File: config.mk
export PLATFORM = sky130hd
export DESIGN_NAME = sfs_ctrl
export DESIGN_NICKNAME = d
export VERILOG_FILES = /design/src/rtl/sfs_pkg.sv /design/src/rtl/sfs_ctrl.sv
export SDC_FILE = /design/constraint.sdc
export NUM_CORES = 1
export LEC_CHECK = 0
export BUFFER_PORTS_ARGS = -buffer_cell sky130_fd_sc_hd__buf_2
export CAP_MARGIN = 20
export CORE_ASPECT_RATIO = 1.1
export CORE_MARGIN = 1.5
export CORE_UTILIZATION = 28
export DETAILED_ROUTE_END_ITERATION = 10
export GPL_ROUTABILITY_DRIVEN = 0
export PLACE_DENSITY = 0.58
export SYNTH_ARGS = -nofsm -noshare
export SYNTH_HDL_FRONTEND = slang
export SYNTH_SLANG_ARGS = --single-unit
File: constraint.sdc
create_clock -name clock -period 2.1 [get_ports clock]
set_input_delay 0.105 -clock clock [delete_from_list [all_inputs] [get_ports clock]]
set_output_delay 0.105 -clock clock [all_outputs]
set_load 0.03 [all_outputs]
File: src/rtl/sfs_pkg.sv
// ----------------------------------------------------------------------------
// sfs_pkg
// Shared types, constants and register codes of the spring friction step core.
// ----------------------------------------------------------------------------
package sfs_pkg;

   localparam int NUM_SPRINGS = 64;
   localparam int SPRING_AW   = (NUM_SPRINGS > 1) ? $clog2(NUM_SPRINGS) : 1;

   localparam int REQ_DATA_W = 136;
   localparam int RSP_DATA_W = 88;
   localparam int CSR_ADDR_W = 5;

   localparam logic [38:0] FORCE_MAX = {39{1'b1}};
   localparam logic [47:0] RATIO_MAX = {48{1'b1}};

   localparam logic [2:0] REG_SPRING_STIFFNESS  = 3'd0;
   localparam logic [2:0] REG_STATIC_LIMIT      = 3'd1;
   localparam logic [2:0] REG_KINETIC_LIMIT     = 3'd2;
   localparam logic [2:0] REG_NORMAL_STIFFNESS  = 3'd3;
   localparam logic [2:0] REG_MEAN_NORMAL_FORCE = 3'd4;
   localparam logic [2:0] REG_LOCK_SPRINGS      = 3'd5;

   localparam logic [31:0] RST_SPRING_STIFFNESS  = 32'h0001_0000;
   localparam logic [31:0] RST_STATIC_LIMIT      = 32'h0001_0000;
   localparam logic [31:0] RST_KINETIC_LIMIT     = 32'h0000_8000;
   localparam logic [31:0] RST_NORMAL_STIFFNESS  = 32'h0001_0000;
   localparam logic [31:0] RST_MEAN_NORMAL_FORCE = 32'h0001_0000;

   typedef enum logic [2:0] {
      MUL_FN,
      MUL_T1,
      MUL_MAG,
      MUL_THRS,
      MUL_THRK,
      MUL_KS
   } mul_op_type;

   typedef enum logic {
      DIV_RATIO,
      DIV_OFFSET
   } div_op_type;

   typedef enum logic [3:0] {
      ST_IDLE,
      ST_READ,
      ST_DISPATCH,
      ST_FN,
      ST_RATIO,
      ST_SQRT,
      ST_T1,
      ST_MAG,
      ST_THRS,
      ST_THRK,
      ST_CHECK,
      ST_KS,
      ST_OFFSET,
      ST_WRITE,
      ST_FINISH
   } ctrl_state_type;

   typedef struct packed {
      logic       load;
      logic       mul_go;
      mul_op_type mul_op;
      logic       div_go;
      div_op_type div_op;
      logic       sqrt_go;
      logic       write;
      logic       emit;
   } cmd_type;

   typedef struct packed {
      logic mul_done;
      logic div_done;
      logic sqrt_done;
      logic in_range;
      logic is_init;
      logic contact;
      logic slip;
      logic ks_zero;
      logic last;
      logic out_busy;
   } sts_type;

   typedef struct packed {
      logic [31:0] spring_stiffness;
      logic [31:0] static_limit;
      logic [31:0] kinetic_limit;
      logic [31:0] normal_stiffness;
      logic [31:0] mean_normal_force;
      logic        lock_springs;
   } cfg_type;

endpackage

File: src/rtl/sfs_ctrl.sv
// ----------------------------------------------------------------------------
// sfs_ctrl
// Sequencer for one spring item: read state, run the arithmetic steps,
// write back and hand off the sums.
// ----------------------------------------------------------------------------
module sfs_ctrl (
   input  logic             clock,
   input  logic             reset,
   input  logic             req_tvalid,
   output logic             req_tready,
   input  sfs_pkg::sts_type sts,
   output sfs_pkg::cmd_type cmd
);

   sfs_pkg::ctrl_state_type state_ff;
   sfs_pkg::ctrl_state_type state_in;

   always_ff @(posedge clock) begin
      if (reset) begin
         state_ff <= sfs_pkg::ST_IDLE;
      end else begin
         state_ff <= state_in;
      end
   end

   always_comb begin
      state_in = state_ff;
      unique case (state_ff)
         sfs_pkg::ST_IDLE:     if (req_tvalid) state_in = sfs_pkg::ST_READ;
         sfs_pkg::ST_READ:     state_in = sfs_pkg::ST_DISPATCH;
         sfs_pkg::ST_DISPATCH: begin
            if (!sts.in_range) begin
               state_in = sfs_pkg::ST_FINISH;
            end else if (sts.is_init || !sts.contact) begin
               state_in = sfs_pkg::ST_WRITE;
            end else begin
               state_in = sfs_pkg::ST_FN;
            end
         end
         sfs_pkg::ST_FN:       if (sts.mul_done) state_in = sfs_pkg::ST_RATIO;
         sfs_pkg::ST_RATIO:    if (sts.div_done) state_in = sfs_pkg::ST_SQRT;
         sfs_pkg::ST_SQRT:     if (sts.sqrt_done) state_in = sfs_pkg::ST_T1;
         sfs_pkg::ST_T1:       if (sts.mul_done) state_in = sfs_pkg::ST_MAG;
         sfs_pkg::ST_MAG:      if (sts.mul_done) state_in = sfs_pkg::ST_THRS;
         sfs_pkg::ST_THRS:     if (sts.mul_done) state_in = sfs_pkg::ST_THRK;
         sfs_pkg::ST_THRK:     if (sts.mul_done) state_in = sfs_pkg::ST_CHECK;
         sfs_pkg::ST_CHECK:    state_in = sts.slip ? sfs_pkg::ST_KS : sfs_pkg::ST_WRITE;
         sfs_pkg::ST_KS:       if (sts.mul_done) state_in = sfs_pkg::ST_OFFSET;
         sfs_pkg::ST_OFFSET:   if (sts.ks_zero || sts.div_done) state_in = sfs_pkg::ST_WRITE;
         sfs_pkg::ST_WRITE:    state_in = sfs_pkg::ST_FINISH;
         sfs_pkg::ST_FINISH:   if (!sts.last || !sts.out_busy) state_in = sfs_pkg::ST_IDLE;
         default:              state_in = sfs_pkg::ST_IDLE;
      endcase
   end

   always_comb begin
      cmd         = '0;
      cmd.mul_op  = sfs_pkg::MUL_FN;
      cmd.div_op  = sfs_pkg::DIV_RATIO;
      req_tready  = 1'b0;
      unique case (state_ff)
         sfs_pkg::ST_IDLE: begin
            req_tready = 1'b1;
            cmd.load   = req_tvalid;
         end
         sfs_pkg::ST_FN: begin
            cmd.mul_go = 1'b1;
            cmd.mul_op = sfs_pkg::MUL_FN;
         end
         sfs_pkg::ST_RATIO: begin
            cmd.div_go = 1'b1;
            cmd.div_op = sfs_pkg::DIV_RATIO;
         end
         sfs_pkg::ST_SQRT:  cmd.sqrt_go = 1'b1;
         sfs_pkg::ST_T1: begin
            cmd.mul_go = 1'b1;
            cmd.mul_op = sfs_pkg::MUL_T1;
         end
         sfs_pkg::ST_MAG: begin
            cmd.mul_go = 1'b1;
            cmd.mul_op = sfs_pkg::MUL_MAG;
         end
         sfs_pkg::ST_THRS: begin
            cmd.mul_go = 1'b1;
            cmd.mul_op = sfs_pkg::MUL_THRS;
         end
         sfs_pkg::ST_THRK: begin
            cmd.mul_go = 1'b1;
            cmd.mul_op = sfs_pkg::MUL_THRK;
         end
         sfs_pkg::ST_KS: begin
            cmd.mul_go = 1'b1;
            cmd.mul_op = sfs_pkg::MUL_KS;
         end
         sfs_pkg::ST_OFFSET: begin
            cmd.div_go = !sts.ks_zero;
            cmd.div_op = sfs_pkg::DIV_OFFSET;
         end
         sfs_pkg::ST_WRITE: cmd.write = 1'b1;
         sfs_pkg::ST_FINISH: cmd.emit = sts.last && !sts.out_busy;
         sfs_pkg::ST_READ, sfs_pkg::ST_DISPATCH, sfs_pkg::ST_CHECK: begin
            cmd.load = 1'b0;
         end
         default: cmd.load = 1'b0;
      endcase
   end

endmodule

==> summary.md <==
* finished clean — run status
* 11.8 um — Avg WL per Cell
* 0.881 mW — overall power after layout
* 31.4% — share of post-route cells with drive strength above 1
* 0.440 ns — worst-margin pin slew
* 4 — first-pass iteration count of the detailed router
* 0.53 ns — stage delay of the slowest cell on the critical path
* 88.9% — Period Utilization, post-route
* nor3b_1, nor4_1, or4_1, a32o_1 — CP cell instances
* buf_2 — commonest non-fill, non-tap cell in the layout
* 69.9% — Slew HR
* 17 — pin count of the biggest net entering global routing
* 0 — Max-cap violations
* 0 — Remaining DRCs
* flop — crit end category
* 513 um^2 — Cell Area, Synth
* 0 — hold-fix buffers at CTS
* done — clock tree from TritonCTS
* 14.4% — total routing resource utilization after global routing
* state_ff — register containing the most flip-flops in the final layout
* 1740 um^2 — CORE AREA
* 0 — number of synthesis warnings
* 4 — flops & latches, synth
* 0.322 nW — Leak
* simple AND/OR/NAND/NOR gates — cell class contributing the biggest share of worst-path delay
* 16 — Row Count
* 0 — max-slew violations
* 12 — top fanout value on the critical path
* 672 um^2 — final standard cell area without fillers
* 117 — nets
* 22 — detailed router's first-iteration violation count
* 31.0% — area growth from synthesis to final layout
* 0 — antenna fix cells
* 1100 um — HPWL after DPL
* flop — element type at the critical path start
* 38.6% — Util after Layout
* 47.9 um — Vert. Die Dim
* 5.57 — post-detailed-route via-to-cell ratio
* dfxtp_1 — cell taking the most area after synthesis
* 6.58 um^2 — per-instance average area after synthesis
* 1 — maximum level of the CTS H-tree
* 15.6% — share of Yosys cell area claimed by the top area cell type
* clkbuf_4 — CTS Root Buffer Type
* 2.24 ns — Req. time, crit path
* 0 — final hold violation count
* 2.01 ns — critical path arrival
* 0 — number of buffers added for setup after CTS
* 3 — Inserted Clock Buffers
* 91 — number of nets in the synthesized netlist
* 0 — total of cells resized after clock tree synthesis
* 0.535 GHz — maximum clock frequency
* 0 — number of setup violations in the final report
* 0.232 ns — slack of the critical path
* 4 — clock tree sinks
* 24 — count of pins on the block boundary
* 1410 um — Total Wirelength
* 0.00628 ns — Fin Clk Skew
* dfxtp_1 16%, nor2_1 6.6%, nand2b_1 6.1% — cell types with the largest area share after synthesis
* 0.264 ns — worst slack, placed
* 43.8 um — Die W
* flop to flop — critical path start-end classification
* or4_1 — slowest cell on the critical path
* 503 — vias in the first global route
* 521 uV — VDD IR-drop max
* 0.25 ns — clock insertion delay at the later pin of the skew report
* 15.6% — share of synthesized area occupied by flip-flops and latches
* 1.87 ns — shortest clock period the worst path allows after layout
* 0 — remaining global-route overflow
* 0 — Antenna Violating Nets Remaining
* 1310 nW/um^2 — cell area power density
* state_ff: 4 flops — largest registers
* 23 — port buffer count
* 2170 um — first-pass GRT wire length
* 29.5% — starting utilization of the core area
* 78 — Post-Synthesis Cells
* 4 — max reg flops
* primary input to flop — class of the tightest hold or removal check
* 0 ns — total negative slack for setup checks
* 668 — detailed-route via count
* 32 — Unique masters post-synth
* 0 — WP buf/inv
* 2 — Max Buffers Root-to-Sink
* 2100 um^2 — die area
* 649 um^2 — post-detailed-placement cell area
* no — setup repair after global routing missed its margin
* 0.04 ns — clock slew at the register clock pins of the worst setup and hold paths
* 23 x buf_2, 9 x nor2_1, 7 x nand2_1 — commonest cells after routing, fill and taps aside
* 0 — antenna violations before repair
## per-layer routing
layer  track usage [%]  share of wire (%)  vias up
met1              18.0                 44      290
met5                 0                  0        -
met2              21.2                 44       34
met3              1.89                8.3        7
li1                  -                  -      337
met4              14.5                4.2        0
## cells in the mapped netlist
cell type / n
mux2i_1: 2
clkbuf_1: 4
buf_2: 1
nand2_1: 7
nor3b_1: 1
inv_1: 6
or3_1: 1
nand4b_1: 1
and4_4: 1
nand3_1: 2
nand4_1: 2
a2111oi_0: 1
nor3_1: 5
nor4_1: 1
buf_6: 1
nor2_1: 9
and3b_1: 2
a211oi_1: 1
mux2_2: 1
or4_1: 2
nor2b_1: 2
and2_1: 1
o21ai_0: 3
o221ai_1: 1
a31oi_1: 4
dfxtp_1: 4
o211ai_1: 1
and3_1: 2
and4b_1: 1
a32o_1: 1
nand2b_1: 5
o22ai_1: 2
## layout make-up
cell class / instances / area (um^2)
clock buffers: 3 / 22.5
fillers: 187 / 1070
inverters: 6 / 22.5
multi-input cells: 62 / 379
flip-flops and latches: 4 / 80.1
well taps: 18 / 22.5
repair buffers: 27 / 145
## per-stage QoR
stage	instances	hold slack [ns]
finish	120	0.0913
global route	120	0.101
CTS	120	0.0836
detailed placement	117	0.349
global placement	117	0.349
floorplan	78	0.178
## final timing paths
path / start / end / slack [ns] / cells after the start
setup / recovery: state_ff[1]$_SDFFE_PP0P_ / state_ff[3]$_SDFFE_PP0P_ / 0.23 / 4
hold reg to reg: state_ff[0]$_SDFFE_PP0P_ / state_ff[0]$_SDFFE_PP0P_ / 0.70 / 3
hold / removal: reset / state_ff[1]$_SDFFE_PP0P_ / 0.09 / 2
setup reg to reg: state_ff[1]$_SDFFE_PP0P_ / state_ff[3]$_SDFFE_PP0P_ / 0.23 / 4
## power breakdown
part / switching, mW / total [mW] / internal [mW]
logic: 0.394 / 0.626 / 0.232
registers: 0.0460 / 0.153 / 0.107
clock network: 0.0380 / 0.102 / 0.0643
total: 0.478 / 0.881 / 0.403
## logic make-up after synthesis
group,share of synthesized area (%)
AND/OR/NAND/NOR,49.3
multiplexers,6.10
flip-flops,15.6
buffers and inverters,10.5
AO/OA/AOI/OAI,18.5
## worst reg2reg max path, delay by kind of cell, from the launching register on
kind | cells | cell delay (ns)
compound gates | 1 | 0.27
simple gates | 3 | 0.97
flops | 1 | 0.52
Power figures use the tool's default switching activity.
